$ cat config.mk
export PLATFORM = sky130hd
export DESIGN_NAME = http_request_head_parser
export DESIGN_NICKNAME = d
export VERILOG_FILES = /design/src/sv/hrhp_pkg.sv /design/src/sv/hrhp_core.sv /design/src/sv/hrhp_outq.sv /design/src/sv/http_request_head_parser.sv
export SDC_FILE = /design/constraint.sdc
export NUM_CORES = 1
export LEC_CHECK = 0
export BUFFER_PORTS_ARGS = -buffer_cell sky130_fd_sc_hd__buf_2
export CORE_MARGIN = 2
export CORE_UTILIZATION = 30
export DETAILED_ROUTE_END_ITERATION = 12
export GPL_TIMING_DRIVEN = 1
export SLEW_MARGIN = 20
export SYNTH_ARGS = -nofsm -noshare
export SYNTH_HDL_FRONTEND = slang
export SYNTH_HIERARCHICAL = 1
export SYNTH_SLANG_ARGS = --single-unit
$ cat constraint.sdc
create_clock -name i_clk -period 8.4 [get_ports i_clk]
set_input_delay 1.68 -clock i_clk [delete_from_list [all_inputs] [get_ports i_clk]]
set_output_delay 1.68 -clock i_clk [all_outputs]
set_load 0.01 [all_outputs]
$ cat src/sv/hrhp_pkg.sv
// Package for the HTTP request head parser: types, codes and text tables.
// No dependencies.
package hrhp_pkg;

    typedef enum logic [2:0] {
        PH_METHOD  = 3'd0,
        PH_PATH    = 3'd1,
        PH_PROTO   = 3'd2,
        PH_MAJOR   = 3'd3,
        PH_MINOR   = 3'd4,
        PH_TAIL    = 3'd5,
        PH_HEADERS = 3'd6,
        PH_HALT    = 3'd7
    } t_phase;

    localparam logic [1:0] KIND_PATH    = 2'd0;
    localparam logic [1:0] KIND_VERDICT = 2'd1;
    localparam logic [1:0] KIND_BAD     = 2'd2;

    localparam logic [1:0] VERD_OPTIONS   = 2'd0;
    localparam logic [1:0] VERD_NOT_ALLOW = 2'd1;
    localparam logic [1:0] VERD_TRAVERSAL = 2'd2;
    localparam logic [1:0] VERD_SERVE     = 2'd3;

    localparam logic [2:0] METH_GET     = 3'd0;
    localparam logic [2:0] METH_POST    = 3'd1;
    localparam logic [2:0] METH_HEAD    = 3'd2;
    localparam logic [2:0] METH_OPTIONS = 3'd3;
    localparam logic [2:0] METH_UNSUPP  = 3'd4;

    localparam logic [4:0] PREFIX_LEN  = 5'd17;
    localparam logic [4:0] PREFIX_DEAD = 5'd31;

    localparam int DATA_W = 32;
    localparam int USER_W = 2;

    typedef struct packed {
        logic [7:0] path_byte;
        logic [2:0] method;
        logic [7:0] ver_major;
        logic [7:0] ver_minor;
        logic [1:0] verdict;
        logic       gzip_ok;
        logic       deflate_ok;
    } t_payload;

    typedef struct packed {
        logic [1:0] kind;
        t_payload   pl;
    } t_result;

    // Pair of results a byte can produce (b is only used on a cut escape).
    typedef struct packed {
        logic    va;
        logic    vb;
        t_result a;
        t_result b;
    } t_res_pair;

    function automatic logic [7:0] meth_chr(input logic [1:0] k, input logic [2:0] p);
        logic [7:0] c;
        c = 8'h00;
        case (k)
            2'd0: case (p) 3'd0: c = "G"; 3'd1: c = "E"; 3'd2: c = "T"; default: c = 8'h00; endcase
            2'd1: case (p) 3'd0: c = "P"; 3'd1: c = "O"; 3'd2: c = "S"; 3'd3: c = "T";
                           default: c = 8'h00; endcase
            2'd2: case (p) 3'd0: c = "H"; 3'd1: c = "E"; 3'd2: c = "A"; 3'd3: c = "D";
                           default: c = 8'h00; endcase
            default: case (p)
                3'd0: c = "O"; 3'd1: c = "P"; 3'd2: c = "T"; 3'd3: c = "I";
                3'd4: c = "O"; 3'd5: c = "N"; 3'd6: c = "S"; default: c = 8'h00;
            endcase
        endcase
        return c;
    endfunction

    function automatic logic [2:0] meth_len(input logic [1:0] k);
        logic [2:0] l;
        case (k)
            2'd0: l = 3'd3;
            2'd1: l = 3'd4;
            2'd2: l = 3'd4;
            default: l = 3'd7;
        endcase
        return l;
    endfunction

    function automatic logic [7:0] proto_chr(input logic [2:0] i);
        logic [7:0] c;
        case (i)
            3'd0: c = "H"; 3'd1: c = "T"; 3'd2: c = "T"; 3'd3: c = "P"; 3'd4: c = "/";
            default: c = 8'h00;
        endcase
        return c;
    endfunction

    function automatic logic [7:0] prefix_chr(input logic [4:0] i);
        logic [7:0] c;
        case (i)
            5'd0: c = "A"; 5'd1: c = "c"; 5'd2: c = "c"; 5'd3: c = "e"; 5'd4: c = "p";
            5'd5: c = "t"; 5'd6: c = "-"; 5'd7: c = "E"; 5'd8: c = "n"; 5'd9: c = "c";
            5'd10: c = "o"; 5'd11: c = "d"; 5'd12: c = "i"; 5'd13: c = "n"; 5'd14: c = "g";
            5'd15: c = ":"; 5'd16: c = " ";
            default: c = 8'h00;
        endcase
        return c;
    endfunction

    function automatic logic [7:0] gz_chr(input logic [2:0] i);
        logic [7:0] c;
        case (i)
            3'd0: c = "g"; 3'd1: c = "z"; 3'd2: c = "i"; 3'd3: c = "p";
            default: c = 8'h00;
        endcase
        return c;
    endfunction

    function automatic logic [7:0] df_chr(input logic [2:0] i);
        logic [7:0] c;
        case (i)
            3'd0: c = "d"; 3'd1: c = "e"; 3'd2: c = "f"; 3'd3: c = "l"; 3'd4: c = "a";
            3'd5: c = "t"; 3'd6: c = "e";
            default: c = 8'h00;
        endcase
        return c;
    endfunction

    // Hex digit value; bit 4 set when not a hex digit.
    function automatic logic [4:0] hex_val(input logic [7:0] c);
        logic [4:0] v;
        if (c >= "0" && c <= "9") v = {1'b0, c[3:0]};
        else if ((c >= "a" && c <= "f") || (c >= "A" && c <= "F")) v = {1'b0, c[3:0] + 4'd9};
        else v = 5'h10;
        return v;
    endfunction

endpackage

$ cat src/sv/hrhp_core.sv
// Parser state and per-byte update: one byte in, up to two results out.
// Depends on hrhp_pkg.
module hrhp_core (
    input  logic                 i_clk,
    input  logic                 i_rst_n,
    input  logic                 i_en,
    input  logic [7:0]           i_byte,
    input  logic                 i_conn_start,
    output hrhp_pkg::t_res_pair  o_res
);
    hrhp_pkg::t_phase r_phase, n_phase;
    logic [3:0]  r_cand, n_cand;
    logic [2:0]  r_tlen, n_tlen;
    logic [1:0]  r_pct, n_pct;
    logic [7:0]  r_held, n_held;
    logic [15:0] r_recent, n_recent;
    logic        r_query, n_query, r_trav, n_trav;
    logic [7:0]  r_major, n_major, r_minor, n_minor;
    logic [4:0]  r_pidx, n_pidx;
    logic [2:0]  r_gidx, n_gidx, r_didx, n_didx;
    logic [1:0]  r_enc, n_enc;
    logic [2:0]  r_lf, n_lf;

    always_ff @(posedge i_clk) begin
        if (!i_rst_n) begin
            r_phase <= hrhp_pkg::PH_METHOD;
            r_cand <= 4'hF; r_tlen <= '0; r_pct <= '0; r_held <= '0; r_recent <= '0;
            r_query <= 1'b0; r_trav <= 1'b0; r_major <= '0; r_minor <= '0;
            r_pidx <= '0; r_gidx <= '0; r_didx <= '0; r_enc <= '0; r_lf <= 3'b001;
        end else if (i_en) begin
            r_phase <= n_phase;
            r_cand <= n_cand; r_tlen <= n_tlen; r_pct <= n_pct; r_held <= n_held;
            r_recent <= n_recent; r_query <= n_query; r_trav <= n_trav;
            r_major <= n_major; r_minor <= n_minor; r_pidx <= n_pidx;
            r_gidx <= n_gidx; r_didx <= n_didx; r_enc <= n_enc; r_lf <= n_lf;
        end
    end

    always_comb begin
        hrhp_pkg::t_phase ph;
        logic [3:0]  cand, keep;
        logic [2:0]  tlen, lf, mcode;
        logic [1:0]  pct, enc, vd;
        logic [7:0]  held, maj, mnr, b, dec;
        logic [15:0] recent;
        logic        qs, tr, is_end, fc, bad, emit_pct, emit_held, emit_one;
        logic [4:0]  pidx, h1, h2;
        logic [2:0]  gidx, didx;
        logic [7:0]  e0, e1;
        logic        v0, v1;
        hrhp_pkg::t_result ra, rb;

        b = i_byte;
        if (i_conn_start) begin
            ph = hrhp_pkg::PH_METHOD; cand = 4'hF; tlen = '0; pct = '0; held = '0;
            recent = '0; qs = 1'b0; tr = 1'b0; maj = '0; mnr = '0; pidx = '0;
            gidx = '0; didx = '0; enc = '0; lf = 3'b001;
        end else begin
            ph = r_phase; cand = r_cand; tlen = r_tlen; pct = r_pct; held = r_held;
            recent = r_recent; qs = r_query; tr = r_trav; maj = r_major; mnr = r_minor;
            pidx = r_pidx; gidx = r_gidx; didx = r_didx; enc = r_enc; lf = r_lf;
        end
        is_end = (b == 8'h0A) && lf[1];
        fc = lf[2] || (lf[0] && b == 8'h0D);
        bad = 1'b0;
        emit_pct = 1'b0; emit_held = 1'b0; emit_one = 1'b0; dec = b;
        h1 = hrhp_pkg::hex_val(held); h2 = hrhp_pkg::hex_val(b);
        keep = '0;
        mcode = hrhp_pkg::METH_UNSUPP; vd = hrhp_pkg::VERD_OPTIONS;
        ra = '0; rb = '0; v0 = 1'b0; v1 = 1'b0;
        e0 = 8'h00; e1 = 8'h00;

        case (ph)
            hrhp_pkg::PH_METHOD: begin
                if (is_end) bad = 1'b1;
                else if (b == " ") begin
                    for (int k = 0; k < 4; k++)
                        keep[k] = cand[k] && (hrhp_pkg::meth_len(2'(k)) == tlen);
                    cand = keep; tlen = '0; ph = hrhp_pkg::PH_PATH;
                end else begin
                    for (int k = 0; k < 4; k++)
                        if (!(tlen < hrhp_pkg::meth_len(2'(k)) &&
                              b == hrhp_pkg::meth_chr(2'(k), tlen)))
                            cand[k] = 1'b0;
                    tlen = (tlen < 3'd7) ? tlen + 3'd1 : 3'd7;
                end
            end
            hrhp_pkg::PH_PATH: begin
                if (is_end) bad = 1'b1;
                else if (b == " ") begin
                    emit_pct = (pct != 2'd0); emit_held = (pct == 2'd2);
                    pct = '0; tlen = '0; ph = hrhp_pkg::PH_PROTO;
                end else if (pct == 2'd0) begin
                    if (b == "%") pct = 2'd1; else emit_one = 1'b1;
                end else if (pct == 2'd1) begin
                    held = b; pct = 2'd2;
                end else begin
                    if (h1[4]) dec = 8'h00;
                    else if (h2[4]) dec = {4'h0, h1[3:0]};
                    else dec = {h1[3:0], h2[3:0]};
                    emit_one = 1'b1; pct = '0;
                end
            end
            hrhp_pkg::PH_PROTO: begin
                if (tlen < 3'd5 && b == hrhp_pkg::proto_chr(tlen)) begin
                    if (tlen == 3'd4) begin
                        tlen = '0; ph = hrhp_pkg::PH_MAJOR;
                    end else tlen = tlen + 3'd1;
                end else bad = 1'b1;
            end
            hrhp_pkg::PH_MAJOR: begin
                if (b >= "0" && b <= "9") maj = 8'((maj << 3) + (maj << 1) + {4'h0, b[3:0]});
                else if (b == ".") ph = hrhp_pkg::PH_MINOR;
                else bad = 1'b1;
            end
            hrhp_pkg::PH_MINOR: begin
                if (b >= "0" && b <= "9") mnr = 8'((mnr << 3) + (mnr << 1) + {4'h0, b[3:0]});
                else if (b == 8'h0D) ph = hrhp_pkg::PH_TAIL;
                else bad = 1'b1;
            end
            hrhp_pkg::PH_TAIL: begin
                if (is_end) ph = hrhp_pkg::PH_HEADERS;
            end
            hrhp_pkg::PH_HEADERS: begin
                if (pidx < hrhp_pkg::PREFIX_LEN) begin
                    pidx = (b == hrhp_pkg::prefix_chr(pidx)) ? pidx + 5'd1
                                                             : hrhp_pkg::PREFIX_DEAD;
                end else if (pidx == hrhp_pkg::PREFIX_LEN) begin
                    if (gidx < 3'd4 && b == hrhp_pkg::gz_chr(gidx)) begin
                        if (gidx == 3'd3) begin
                            enc[0] = 1'b1; gidx = '0;
                        end else gidx = gidx + 3'd1;
                    end else gidx = (b == "g") ? 3'd1 : 3'd0;
                    if (didx < 3'd7 && b == hrhp_pkg::df_chr(didx)) begin
                        if (didx == 3'd6) begin
                            enc[1] = 1'b1; didx = '0;
                        end else didx = didx + 3'd1;
                    end else didx = (b == "d") ? 3'd1 : 3'd0;
                end
                if (is_end) begin
                    pidx = '0; gidx = '0; didx = '0;
                    if (fc) begin
                        // first live candidate wins
                        if (cand[0]) mcode = hrhp_pkg::METH_GET;
                        else if (cand[1]) mcode = hrhp_pkg::METH_POST;
                        else if (cand[2]) mcode = hrhp_pkg::METH_HEAD;
                        else if (cand[3]) mcode = hrhp_pkg::METH_OPTIONS;
                        else mcode = hrhp_pkg::METH_UNSUPP;
                        if (mcode == hrhp_pkg::METH_OPTIONS) vd = hrhp_pkg::VERD_OPTIONS;
                        else if (mcode == hrhp_pkg::METH_UNSUPP) vd = hrhp_pkg::VERD_NOT_ALLOW;
                        else vd = tr ? hrhp_pkg::VERD_TRAVERSAL : hrhp_pkg::VERD_SERVE;
                        ra.kind = hrhp_pkg::KIND_VERDICT;
                        ra.pl.method = mcode; ra.pl.ver_major = maj; ra.pl.ver_minor = mnr;
                        ra.pl.verdict = vd; ra.pl.gzip_ok = enc[0]; ra.pl.deflate_ok = enc[1];
                        v0 = 1'b1;
                        ph = hrhp_pkg::PH_HALT;
                    end
                end
            end
            default: ;
        endcase

        // Path emission, at most two bytes in sequence through query/traversal tracking.
        if (emit_one) e0 = dec;
        else if (emit_pct) e0 = "%";
        e1 = held;
        if (emit_one || emit_pct) begin
            if (!qs) begin
                if (e0 == "?") qs = 1'b1;
                else begin
                    if (e0 == "." && recent == {8'h2F, 8'h2E}) tr = 1'b1;
                    recent = {recent[7:0], e0};
                    ra = '0; ra.pl.path_byte = e0; v0 = 1'b1;
                end
            end
        end
        if (emit_held && !qs) begin
            if (e1 == "?") qs = 1'b1;
            else begin
                if (e1 == "." && recent == {8'h2F, 8'h2E}) tr = 1'b1;
                recent = {recent[7:0], e1};
                rb = '0; rb.pl.path_byte = e1; v1 = 1'b1;
            end
        end
        if (bad) begin
            if (v0) begin
                rb = '0; rb.kind = hrhp_pkg::KIND_BAD; v1 = 1'b1;
            end else begin
                ra = '0; ra.kind = hrhp_pkg::KIND_BAD; v0 = 1'b1;
            end
            ph = hrhp_pkg::PH_HALT;
        end
        if (v1 && !v0) begin
            ra = rb; v0 = 1'b1; v1 = 1'b0;
        end

        if (is_end) lf = 3'b001;
        else lf = {fc, (b == 8'h0D), 1'b0};

        n_phase = ph; n_cand = cand; n_tlen = tlen; n_pct = pct; n_held = held;
        n_recent = recent; n_query = qs; n_trav = tr; n_major = maj; n_minor = mnr;
        n_pidx = pidx; n_gidx = gidx; n_didx = didx; n_enc = enc; n_lf = lf;
        o_res.va = v0; o_res.vb = v1; o_res.a = ra; o_res.b = rb;
    end
endmodule

$ cat src/sv/hrhp_outq.sv
// Result register pair: holds up to two results of one byte and drains them in order.
// Depends on hrhp_pkg.
module hrhp_outq (
    input  logic                 i_clk,
    input  logic                 i_rst_n,
    input  logic                 i_load,
    input  hrhp_pkg::t_res_pair  i_res,
    input  logic                 i_ready,
    output logic                 o_valid,
    output logic                 o_empty_next,
    output hrhp_pkg::t_result    o_res,
    output logic                 o_last
);
    logic r_v0, r_v1, n_v0, n_v1;
    hrhp_pkg::t_result r_a, r_b, n_a, n_b;

    always_ff @(posedge i_clk) begin
        if (!i_rst_n) begin
            r_v0 <= 1'b0; r_v1 <= 1'b0;
        end else begin
            r_v0 <= n_v0; r_v1 <= n_v1;
        end
    end
    always_ff @(posedge i_clk) begin
        r_a <= n_a; r_b <= n_b;
    end

    // Can take a new byte when no result is left, or only the final one is left and it is taken now.
    assign o_empty_next = !r_v0 || (!r_v1 && i_ready);

    always_comb begin
        n_v0 = r_v0; n_v1 = r_v1; n_a = r_a; n_b = r_b;
        if (r_v0 && i_ready) begin
            n_v0 = r_v1; n_a = r_b; n_v1 = 1'b0;
        end
        if (i_load) begin
            n_v0 = i_res.va; n_v1 = i_res.vb; n_a = i_res.a; n_b = i_res.b;
        end
    end

    assign o_valid = r_v0;
    assign o_res = r_a;
    assign o_last = !r_v1;
endmodule

$ cat src/sv/http_request_head_parser.sv
// One request byte is taken per cycle when the result side keeps up; the
// parser state updates in the same cycle and the byte's results land in a
// two-entry result register. A byte yields at most two results (only a cut
// percent escape at the path's end does); while two are pending, input stalls
// until the first is taken. A byte's first result is valid in the next cycle.
// Depends on hrhp_pkg, hrhp_core and hrhp_outq.
module http_request_head_parser (
    input  logic                        i_clk,
    input  logic                        i_rst_n,
    input  logic                        s_axis_tvalid,
    output logic                        s_axis_tready,
    input  logic [7:0]                  s_axis_tdata,  // rx_byte
    input  logic                        s_axis_tuser,  // conn_start
    output logic                        m_axis_tvalid,
    input  logic                        m_axis_tready,
    output logic [hrhp_pkg::DATA_W-1:0] m_axis_tdata,  // path_byte, method, ver_major,
                                                       // ver_minor, verdict, gzip_ok,
                                                       // deflate_ok, zero fill
    output logic [hrhp_pkg::USER_W-1:0] m_axis_tuser,  // kind
    output logic                        m_axis_tlast   // last
);
    hrhp_pkg::t_res_pair w_res;
    hrhp_pkg::t_result   w_out;
    logic w_acc, w_free;

    assign s_axis_tready = w_free;
    assign w_acc = s_axis_tvalid && w_free;

    hrhp_core u_core (
        .i_clk(i_clk), .i_rst_n(i_rst_n), .i_en(w_acc),
        .i_byte(s_axis_tdata), .i_conn_start(s_axis_tuser), .o_res(w_res)
    );

    hrhp_outq u_outq (
        .i_clk(i_clk), .i_rst_n(i_rst_n), .i_load(w_acc), .i_res(w_res),
        .i_ready(m_axis_tready), .o_valid(m_axis_tvalid), .o_empty_next(w_free),
        .o_res(w_out), .o_last(m_axis_tlast)
    );

    assign m_axis_tuser = w_out.kind;
    assign m_axis_tdata = {1'b0, w_out.pl.deflate_ok, w_out.pl.gzip_ok, w_out.pl.verdict,
                           w_out.pl.ver_minor, w_out.pl.ver_major, w_out.pl.method,
                           w_out.pl.path_byte};
endmodule

* Word level (Yosys, flattened, before mapping)
Memories as Yosys holds them, arrays and structs flattened. Cells that the tools add are included.
Word-level totals: logic and storage cells 386, memories kept 1, register bits 138, ROM bits 224
Memories:
- (no name shown) | words 32, bits a word 7, read ports 1, clocked after memory_dff 0, write ports 0, RTL line hrhp_pkg.sv:99 | case (i)
Cells by class: equal/unequal tests 50, $add $sub $neg 10, reductions and logical operators 46, muxes and demuxes 226, order comparisons 20
Operator list (count):
- 2-to-1 mux 33 bit | 11
- 2-to-1 mux 8 bit | 41
- 2-to-1 mux 3 bit | 64
- one-hot mux 7 bit (4 select lines) | 4
- 2-to-1 mux 16 bit | 6
- one-hot mux 7 bit (6 select lines) | 2
- 2-to-1 mux 23 bit | 3
- equality test 8 bit | 8
- 2-to-1 mux 1 bit | 61
- equality test 8 x 6 -> 1 bit (second input constant) | 7
- 2-to-1 mux 5 bit | 9
- equality test 16 x 14 -> 1 bit (second input constant) | 2
- greater-or-equal comparator 8 x 7 -> 1 bit (second input constant) | 4
- <= comparator 8 x 7 -> 1 bit (second input constant) | 4
- 2-to-1 mux 31 bit | 1
- equality test 3 bit (second input constant) | 10
- 2-to-1 mux 2 bit | 15
- equality test 3 x 2 -> 1 bit (second input constant) | 9
- logical AND 1 bit | 26
- one-hot mux 3 bit (7 select lines) | 1
- one-hot mux 7 bit (3 select lines) | 1
- adder 8 x 4 -> 8 bit | 2
- adder 8 bit | 2
- equality test 8 x 4 -> 1 bit (second input constant) | 2
- other kinds (24) | 57

* Depth between registers and ports, before layout
Gate-level depths: netlist of the first run.
depth after elaboration 26, depth in mapped cells 17

* By module
The synthesis of the first run kept the hierarchy.
Modules (own cells, without submodules):
- hrhp_core | cells an instance 927, area an instance 6826.5 um^2, instances 1
- hrhp_outq | cells an instance 115, area an instance 2552.4 um^2, instances 1
- http_request_head_parser | cells an instance 3, area an instance 17.5 um^2, instances 1

* Least setup slack after synthesis of the first run
OpenSTA, ideal clock, no wires.
path kind input-to-reg, from input port s_axis_tuser, to register u_core.r_major[7], arrival 5303 ps, setup slack 2969 ps, library setup time 128 ps, buffers on the path 7, stages on the path 17, path through buf_2 buf_2 clkbuf_1 clkbuf_1 clkbuf_1 clkbuf_1 clkbuf_1 nor2b_1 fa_1 ha_1 a21o_1 a21o_1 a21o_1 a21oi_1 xnor2_1 a22oi_1 nor2_1
Between the ends: longest elaborated chain between the ends 5, elaborated cells between the ends (all ways) 7
Ends and longest elaborated chain:
- from (decl) | RTL line http_request_head_parser.sv:13 | input logic s_axis_tuser,
- 2-to-1 mux 8 bit | RTL line hrhp_core.sv:54 | if (i_conn_start) begin
- adder 8 bit | RTL line hrhp_core.sv:112 | if (b >= "0" && b <= "9") maj = 8'((maj << 3) + (maj << 1) + {4'h0, b[3:0]});
- adder 8 x 4 -> 8 bit | RTL line hrhp_core.sv:112
- 2-to-1 mux 8 bit | RTL line hrhp_core.sv:112
- 2-to-1 mux 8 bit (*) | RTL line hrhp_core.sv:73 | case (ph)
- to (signal assigned) | RTL line hrhp_core.sv:34 | r_major <= n_major; r_minor <= n_minor; r_pidx <= n_pidx;
- to (decl) | RTL line hrhp_core.sv:18 | logic [7:0] r_major, n_major, r_minor, n_minor;
Mark *: on every way between the ends. The rest lies on a longest branch, timed or not. A chain may end at the register's enable or synchronous reset.

==> metrics.md, run 1 <==
| Metric | Value |
|---|---|
| Synth top area share | `about a fifth` |
| Worst Path Required | `between 8 and 9 ns` |
| Total track usage | `around 16%` |
| Area of the multi-input gates | `5474 µm²` |
| Peak VDD IR | `approximately 140 µV` |
| Register area share after synthesis | `a little over a third` |
| Reg2Reg Launch Point | `u_core/r_held[1]` |
| Layout cells sized above 1 | `between 10% and 20%` |
| Final setup fails | `0` |
| Clk root buf | `clkbuf_16` |
| Filler instances | `3199` |
| Area growth syn-to-layout | `10.59%` |
| Number of flops mapped to enable cells by yosys | `66` |
| Buf/Inv on CP | `2` |
| CP Launch Type | `input port` |
| Max-slew headroom | `between 30% and 40%` |
| Syn Std Cell Area | `9397 µm²` |
| Synth area leaders | `edfxtp_1 (21%), dfxtp_1 (15%), ha_1 (6.3%)` |
| Main synth FF type | `dfxtp_1` |
| CTS tree | `yes` |
| Avg Inst Size Synth | `8.992 µm²` |
| Setup TNS Final | `0 ns` |
| Hold_sp | `u_core/r_gidx[1]` |
| Final hold violation count | `0` |
| DRT Pass-1 Iters | `6` |
| Worst endpoint data arrival time | `5.30 ns` |
| Worst Tran Pin Value | `0.9623 ns` |
| Final period util | `about three fifths` |
| Hold depth | `2` |
| Setup CP Type | `input port to register` |
| Worst stage delay on the critical path | `0.48 ns` |
| Slowest cell on crit path | `buf_2` |
| Hold Buf Count CTS | `0` |
| FF+latch count, synth | `138` |
| Drt total wl | `25.28 mm` |
| Core Region | `approximately 31000 µm²` |
| Final core utilization | `33.79%` |
| R2R Setup Slk | `4.54 ns` |
| CP Capture Type | `register` |
| Vias | `7880` |
| IO Port Bufs | `48` |
| Postcts setup bufs | `0` |
| Num CTS Buffers | `17` |
| Row Count | `64` |
| Status | `complete, no violations` |
| HPWL Detailed | `between 15 and 20 mm` |
| Highest Clock Rate | `195.3 MHz` |
| Mapped Cells | `1045` |
| Cell family with most CP delay | `compound AO/OA/AOI/OAI gates` |
| Synth cell types | `just over 90` |
| Initial Util | `a little under a third` |
| Drc violations | `0` |
| Dominant cell type by area after synthesis | `edfxtp_1` |
| Cells on worst reg2reg path | `13` |
| Vias in the first global route | `about 7700` |
| Max-slew violation count | `0` |
| Reg-to-Reg End | `u_outq/o_res[23]` |
| Pin count of the biggest net entering global routing | `67` |
| Hold EP | `u_core/r_gidx[1]` |
| Initial antenna violation count | `1` |
| RSZ-0062 raised after global routing | `false` |
| Die ar. | `32750 µm²` |
| Hold Crit Class | `register to register` |
| Global-route wire length before repair | `a little over 40 mm` |
| Clk_lat worst skew | `approximately 0.43 ns` |
| H-tree levels | `4` |
| Synth warn | `6` |
| Tmin final | `5.120 ns` |
| Power, Total | `0.001712 W` |
| Die W | `181.0 µm` |
| Flip-flop and latch area | `3423 µm²` |
| Die H | `181.0 µm` |
| Post-CTS resize count | `0` |
| Top-level I/O count | `50` |
| Global route overflow | `0` |
| # nets final | `around 1100` |
| Via-per-instance ratio | `5.405` |
| Max-cap viol count | `0` |
| Power Density | `164.7 nW/µm²` |
| Initial drt markers | `748` |
| Routability Congestion | `0.8955` |
| Critical path cell sequence | `buf_2 -> inv_1 -> ha_1 -> o21bai_1 -> a21o_1 -> a221oi_1 -> o21ai_0 -> o2111ai_2 -> nor4_4 -> and2_2 -> nand2b_1 -> a21oi_1 -> mux2_4` |
| Synth async-reset ratio | `0%` |
| Final Skew | `around 0.011 ns` |
| Leak Pwr | `around 4 nW` |
| Routed length per instance | `17.34 µm` |
| Routed Antenna Nets | `0` |
| Clk pin slew, worst setup/hold paths | `0.07 ns` |
| CP max FO | `23` |
| Max Root-Sink Buffers | `2` |
| CTS sink count | `138` |
[registers in the layout (all words and copies together), names as in the netlist]
name and cells:
u_core/r_didx 3, u_core/r_cand 4, u_outq/r_b 33, u_core/r_trav 1, u_core/r_pct 2, u_core/r_held 8
u_outq/r_v1 1, u_outq/o_res 33, u_core/r_phase 3, u_core/r_enc 2, u_core/r_tlen 3, u_core/r_gidx 3
u_outq/o_valid 1, u_core/r_major 8, u_core/r_pidx 5, u_core/r_query 1, u_core/r_lf 3, u_core/r_minor 8
u_core/r_recent 16
[power by group]
| part | internal (W) | total [W] | switching, W |
|---|---|---|---|
| combinational | 0.0000653 | 0.000189 | 0.000123 |
| sequential | 0.000736 | 0.000753 | 0.0000172 |
| clock | 0.000425 | 0.000770 | 0.000345 |
[area by class of cell]
cell class                      count  share of cell area [%]
Timing Repair Buffer               54                   2.745
Clock inverter                     15                   1.662
Sequential cell                   138                   32.94
Antenna cell                        1                 0.02408
Inverter                           30                   1.084
Clock buffer                       17                   4.094
Tap cell                          396                   4.768
Multi-Input combinational cell    807                   52.68
[how the worst max path moves through the flow]
stage               startpoint                  end  cells past startpoint
5_1_grt        s_axis_tdata[1]  u_core/r_recent[10]                     13
4_1_cts        s_axis_tdata[0]   u_core/r_recent[8]                     13
6_report       s_axis_tdata[1]     u_outq/o_res[23]                     13
2_1_floorplan     s_axis_tuser    u_core/r_major[7]                     17
3_5_place_dp   s_axis_tdata[0]   u_core/r_recent[8]                     13
3_3_place_gp   s_axis_tdata[0]     u_outq/o_res[23]                     13
[stage by stage]
step | hold WS [ns] | area [µm²] | cells | setup WS (ns)
after floorplan | 0.4274 | 9487 | 1069 | 2.969
after global placement | 0.4379 | 9777 | 1425 | 3.089
after detailed placement | 0.4567 | 9783 | 1425 | 2.941
after CTS | 0.4672 | 10380 | 1457 | 3.380
after global routing | 0.4826 | 10390 | 1457 | 3.024
final | 0.4643 | 10390 | 1458 | 3.280
[layer usage]
layer  routed length [µm]  part of all wire (%)  vias to the layer above  GRT usage, %
met5                    0                     0                        -             0
met3                 1226                   4.8                       49         2.620
met2                12020                    48                      233         26.31
met1                11410                    45                     3813         19.94
li1                     -                     -                     3785             -
met4                  627                   2.5                        0         5.789
[layout by cell type (no fill, tap or decap), drive strengths merged, types with 6 or more instances in the layout]
cell	Yosys	layout
a22oi	34	34
nand3	23	23
nor3b	6	6
a2111oi	7	7
and3	12	12
o31ai	6	6
buf	48	54
a21o	15	15
nand2	76	76
and2	27	27
dfxtp	72	72
clkbuf	46	17
mux2	34	34
inv	29	38
nand2b	13	13
nor2	111	111
o211ai	7	7
or2	7	7
nor3	24	24
mux2i	7	7
xor2	10	10
a31oi	12	12
nor4	11	11
nor2b	31	31
a21oi	64	64
ha	47	47
xnor2	21	21
edfxtp	66	66
a221oi	6	6
o21ai	55	55
o2111ai	7	7
conb	2	26
o22ai	9	9
nand4	8	8
a211oi	6	6
[cell families (layout without fill, tap and decap cells)]
| kind of cell | Yosys count | in the layout | synth area share [%] |
|---|---|---|---|
| muxes | 41 | 41 | 5.539 |
| and+or+nand+nor | 378 | 378 | 20.97 |
| other | 2 | 27 | 0.07992 |
| adders and majority gates | 51 | 51 | 7.111 |
| AOI/OAI and AO/OA | 280 | 280 | 20.53 |
| DFF | 138 | 138 | 36.43 |
| buffers and inverters | 124 | 116 | 6.445 |
| xor gates and xnor gates | 31 | 31 | 2.889 |
[cells in the mapped netlist, drive strengths merged, types with 10 or more instances]
cell type	instances
dfxtp	72
mux2	34
o21ai	55
clkbuf	46
a21oi	64
nor4	11
a31oi	12
a21o	15
nand2	76
edfxtp	66
nor2	111
and3	12
nand2b	13
nor2b	31
buf	48
a22oi	34
xor2	10
xnor2	21
ha	47
nand3	23
inv	29
nor3	24
and2	27
[worst reg2reg max path, cell delays in order (launching register included)]
cell and delay, ns:
dfxtp_1 0.37, nor2b_1 0.37, inv_1 0.12, ha_1 0.21
o21ba_2 0.23, o211ai_1 0.34, o21ai_0 0.24, a41oi_1 0.31
nand3_1 0.16, nor4_4 0.47, and2_2 0.25, nand2b_1 0.18
a21oi_1 0.08, mux2_4 0.27
Power figures use the tool's default switching activity.
==> inputs of run 2 (changes only) <==
clock period = 5.24 ns   (was 8.4 ns; I/O delays follow)
==> metrics.md, run 2 (synthesized netlist as in run 1, its figures left out) <==
| Metric | Value |
|---|---|
| Die ar. | `around 33000 µm²` |
| RSZ-0062 raised after global routing | `false` |
| Clk_lat worst skew | `between 0.4 and 0.5 ns` |
| Postcts setup bufs | `0` |
| Global route overflow | `0` |
| Critical path origin | `s_axis_tdata[1]` |
| Post-CTS resize count | `0` |
| Total track usage | `15.91%` |
| Filler instances | `about 3200` |
| DRT Pass-1 Iters | `5` |
| Setup CP Type | `input port to register` |
| Initial drt markers | `770` |
| Power Density | `between 200 and 300 nW/µm²` |
| CTS sink count | `138` |
| Hold Buf Count CTS | `0` |
| Final period util | `79.35%` |
| Top-level I/O count | `50` |
| IO Port Bufs | `48` |
| CTS tree | `yes` |
| Initial antenna violation count | `2` |
| Clk pin slew, worst setup/hold paths | `around 0.060 ns` |
| Commonest non-fill, non-tap cell in the layout | `nor2_1` |
| Hold_sp | `u_core/r_query` |
| Max-cap viol count | `0` |
| CP max FO | `13` |
| Drc violations | `0` |
| HPWL Detailed | `~18 mm` |
| CP Capture Type | `register` |
| Peak VDD IR | `around 210 µV` |
| Max-slew headroom | `between 20% and 30%` |
| Reg2Reg Launch Point | `u_core/r_held[1]` |
| Final hold violation count | `0` |
| Most frequent cells in the layout | `nor2_1 (110), nand2_1 (75), dfxtp_1 (72)` |
| Area of the multi-input gates | `5460 µm²` |
| Layout cells sized above 1 | `14.57%` |
| Row Count | `64` |
| Worst Tran Pin Value | `1.121 ns` |
| Routability Congestion | `0.9156` |
| Final core utilization | `between 30% and 40%` |
| Final Skew | `0.01142 ns` |
| Via-per-instance ratio | `5.368` |
| CP Launch Type | `input port` |
| Die W | `181.0 µm` |
| # nets final | `1123` |
| Highest Clock Rate | `240.5 MHz` |
| Hold Crit Class | `register to register` |
| H-tree levels | `4` |
| Tmin final | `4.158 ns` |
| Num CTS Buffers | `17` |
| Routed Antenna Nets | `0` |
| Pin count of the biggest net entering global routing | `~70` |
| Flip-flop and latch area | `3423 µm²` |
| Vias | `about 8000` |
| Leak Pwr | `approximately 4.1 nW` |
| Drt total wl | `25.84 mm` |
| Area growth syn-to-layout | `11.57%` |
| Worst endpoint data arrival time | `approximately 4.3 ns` |
| Status | `complete, no violations` |
| Setup TNS Final | `0 ns` |
| Initial Util | `30.56%` |
| Global-route wire length before repair | `41.82 mm` |
| Die H | `181.0 µm` |
| Core Region | `30750 µm²` |
| Final setup fails | `0` |
| Worst Path Required | `5.41 ns` |
| Clk root buf | `clkbuf_16` |
| Max Root-Sink Buffers | `2` |
| Vias in the first global route | `about 7500` |
| Max-slew violation count | `0` |
| Routed length per instance | `17.59 µm` |
## run 2: path summary, 6_finish.rpt
kind | to | slack (ns) | depth (start not counted)
worst max-delay path | u_outq/o_res[23] | 1.08 | 13
worst min-delay path | u_core/r_query | 0.44 | 2
worst max register to register | u_outq/o_res[23] | 1.63 | 14
worst min register to register | u_core/r_query | 0.44 | 2
## run 2: metal layers
metal / up-vias / routed length (µm) / GRT usage (%)
met5: - / 0 / 0
met4: 0 / 526 / 5.171
met3: 42 / 1480 / 2.439
met2: 267 / 11910 / 25.89
met1: 3757 / 11930 / 21.65
li1: 3820 / - / -
## run 2: critical path: stages
cell,delay [ns]
buf_2,0.28
inv_1,0.19
ha_1,0.26
nor2b_1,0.15
and3_1,0.34
nor3_1,0.53
a21o_1,0.22
o311ai_2,0.17
nor4_4,0.35
and2_2,0.26
nand2b_1,0.18
a21oi_1,0.07
mux2_4,0.27
## run 2: final cells by class
cell class	instances	share of cell area [%]
timing repair buffer	65	3.628
multi-input combinational	807	52.08
tap	396	4.726
sequential	138	32.65
inverter	30	1.074
clock inverter	13	1.695
clock buffer	18	4.094
antenna	2	0.04774
## run 2: metrics by stage
step	power [W]	worst slack, ns	area (µm²)	hold slack (ns)	cells
detailed placement	0.001539	0.7373	9872	0.4402	1436
floorplan	0.001454	0.4415	9487	0.4274	1069
global route	0.002900	0.8577	10480	0.4803	1468
finish	0.002791	1.082	10480	0.4431	1469
CTS	0.002820	1.173	10480	0.4486	1467
global placement	0.001536	0.8291	9872	0.4360	1436
## run 2: power breakdown
part	switching, W	internal, W
Sequential	0.0000289	0.00118
Clock	0.000480	0.000791
Combinational	0.000202	0.000108
Total	0.000711	0.00208
==> inputs of run 3 (changes only) <==
ABC_AREA = 1   (was default)
clock period = 3.9 ns   (was 5.24 ns; I/O delays follow)
==> metrics.md, run 3 <==
| Metric | Value |
|---|---|
| Status | `complete, no violations` |
| Global-route wire length before repair | `46.94 mm` |
| CP max FO | `18` |
| Post-CTS resize count | `0` |
| Setup ws final | `0.5100 ns` |
| Max-cap viol count | `0` |
| Tmin final | `roughly 3.4 ns` |
| Top-level I/O count | `50` |
| Setup CP Type | `input port to register` |
| Area growth syn-to-layout | `12.76%` |
| CP Launch Type | `input port` |
| Worst stage delay on the critical path | `0.36 ns` |
| Critical path origin | `s_axis_tdata[1]` |
| # nets final | `~1500` |
| IO Port Bufs | `48` |
| Num CTS Buffers | `17` |
| Die H | `~190 µm` |
| H-tree levels | `4` |
| Peak VDD IR | `about 320 µV` |
| Reg2Reg Launch Point | `u_core/r_tlen[0]` |
| Via-per-instance ratio | `4.915` |
| Clk root buf | `clkbuf_16` |
| Initial Util | `just over 30%` |
| Power Density | `342.6 nW/µm²` |
| Total track usage | `16.41%` |
| Highest Clock Rate | `slightly below 300 MHz` |
| Pin count of the biggest net entering global routing | `between 70 and 80` |
| Most frequent cells in the layout | `nand2_1 (352), inv_1 (152), nor2_1 (151)` |
| Hold_ws | `around 0.47 ns` |
| Slowest cell on crit path | `o21ai_0` |
| CP most frequent cell | `nor2_1` |
| Pre-CTS setup slack | `0.08964 ns` |
| Clk pin slew, worst setup/hold paths | `0.07 ns` |
| Post-placement cell count | `1880` |
| Cell Area, Placed | `10730 µm²` |
| Register area share after synthesis | `~34%` |
| FF+latch count, synth | `138` |
| Buf/Inv on CP | `4` |
| Routed length per instance | `14.80 µm` |
| Main synth FF type | `dfxtp_1` |
| Layout cells sized above 1 | `12.99%` |
| Drt total wl | `28.31 mm` |
| CP Capture Point | `u_core/r_recent[1]` |
| Worst Tran Pin Value | `around 0.94 ns` |
| Initial drt markers | `approximately 700` |
| Setup TNS Final | `0 ns` |
| Worst Path Required | `4.22 ns` |
| Max-slew violation count | `0` |
| Hold Buf Count CTS | `0` |
| Synth async-reset ratio | `0%` |
| Max-slew headroom | `about 37%` |
| Hold Crit Class | `register to register` |
| Avg Inst Size Synth | `~7 µm²` |
| Cells on worst reg2reg path | `19` |
| Die W | `186.8 µm` |
| HPWL Detailed | `roughly 20 mm` |
| Synth cell types | `59` |
| CP Capture Type | `register` |
| Row Count | `66` |
| Drc violations | `0` |
| CTS sink count | `about 140` |
| Dominant cell type by area after synthesis | `edfxtp_1` |
| Synth warn | `6` |
| Reg-to-Reg End | `u_outq/o_valid` |
| Final hold violation count | `0` |
| Hold_sp | `u_core/r_recent[11]` |
| Number of flops mapped to enable cells by yosys | `66` |
| Final Cell Area | `around 11000 µm²` |
| Cell family with most CP delay | `simple AND/OR/NAND/NOR gates` |
| Synth top area share | `19.76%` |
| Core Region | `around 33000 µm²` |
| CTS tree | `yes` |
| Commonest non-fill, non-tap cell in the layout | `nand2_1` |
| Initial antenna violation count | `1` |
| Die ar. | `34910 µm²` |
| Synth cell count leaders | `nand2_1 (352), inv_1 (153), nor2_1 (151)` |
| DRT Pass-1 Iters | `5` |
| Syn Std Cell Area | `10030 µm²` |
| R2R Setup Slk | `~0.77 ns` |
| Leak Pwr | `around 5 nW` |
| Mapped Cells | `1409` |
| RSZ-0062 raised after global routing | `false` |
| Final setup fails | `0` |
| Filler instances | `3517` |
| Most common cell in the netlist | `nand2_1` |
| Routed Antenna Nets | `0` |
| Final period util | `86.92%` |
| Max Root-Sink Buffers | `2` |
| Vias | `9402` |
| Non-Filler Instances | `1913` |
| Final Skew | `about 0.011 ns` |
| Synth area leaders | `edfxtp_1 (20%), dfxtp_1 (14%), nand2_1 (13%)` |
| Global route overflow | `0` |
| CP Depth | `19` |
| Routability Congestion | `0.9361` |
| Clk_lat worst skew | `0.43 ns` |
| Postcts setup bufs | `0` |
| Critical path cell sequence | `buf_2 -> inv_1 -> ha_1 -> nand2_1 -> nor2_1 -> nand2_4 -> nand3_4 -> inv_2 -> nand3_2 -> o21ai_0 -> nand3_1 -> nor2_1 -> nand4_1 -> nand4_4 -> nor2_1 -> nor2_1 -> nand2_1 -> nand2_1 -> inv_1` |
| Vias in the first global route | `9282` |
| Worst endpoint data arrival time | `3.71 ns` |
[run 3: cell types whose count changed in the layout (fill, tap and decap cells not counted), moves of 18 or more]
cell / change
a21oi_1: +32
and2_1: -23
o21ai_0: +21
a22oi_1: -33
nand2_1: +277
mux2_4: -18
buf_4: +27
o211ai_1: +33
inv_2: +19
nand3_1: +40
nor2b_1: -31
inv_1: +124
nor2_1: +41
[run 3: how the worst min path moves through the flow]
stage / depth (start not counted) / slack (ns) / end
final: 2 / 0.47 / u_core/r_recent[11]
after global routing: 2 / 0.49 / u_core/r_recent[8]
after CTS: 2 / 0.47 / u_core/r_recent[11]
after detailed placement: 2 / 0.46 / u_core/r_recent[11]
after global placement: 2 / 0.45 / u_core/r_cand[0]
after floorplan: 2 / 0.44 / u_core/r_gidx[2]
[run 3: worst min-delay path, stage by stage (launching register included)]
cell and delay [ns]:
dfxtp_1 0.31, nand2_1 0.06, a21oi_1 0.05
[run 3: cell type report]
| type | count | area (µm²) | area share [%] |
|---|---|---|---|
| multi-input cells | 1029 | 5479 | 48.45 |
| flip-flops and latches | 138 | 3423 | 30.27 |
| inverters | 179 | 686.9 | 6.074 |
| repair buffers | 92 | 583.1 | 5.156 |
| well taps | 442 | 553.0 | 4.890 |
| clock buffers | 17 | 425.4 | 3.762 |
| clock inverters | 15 | 155.1 | 1.372 |
| diodes | 1 | 2.502 | 0.02213 |
[run 3: power by group]
group          switching, W  internal, W
clock              0.000724     0.000904
sequential        0.0000393      0.00161
combinational      0.000407     0.000193
total               0.00117      0.00270
[run 3: cells by family after synthesis]
logic type / after synthesis / share of synthesized area [%]
and+or+nand+nor: 653 / 28.47
buffers and inverters: 266 / 12.13
AOI/OAI and AO/OA: 272 / 16.17
adders and majority gates: 51 / 6.662
xor gates and xnor gates: 27 / 2.358
other: 2 / 0.07489
DFF: 138 / 34.14
[run 3: metal layers]
metal,part of all wire [%],track usage [%],vias up
met5,0,0,-
met4,2.8,6.258,0
met3,4.2,2.308,44
met2,48,28.67,257
met1,45,20.47,4386
li1,-,-,4715
[run 3: per-stage QoR]
step           power (W)  util (%)
6_report        0.003874     34.58
5_1_grt         0.004048     34.58
4_1_cts         0.003908     34.57
3_5_place_dp    0.002274     32.80
3_3_place_gp    0.002268     32.80
2_1_floorplan   0.002107         -
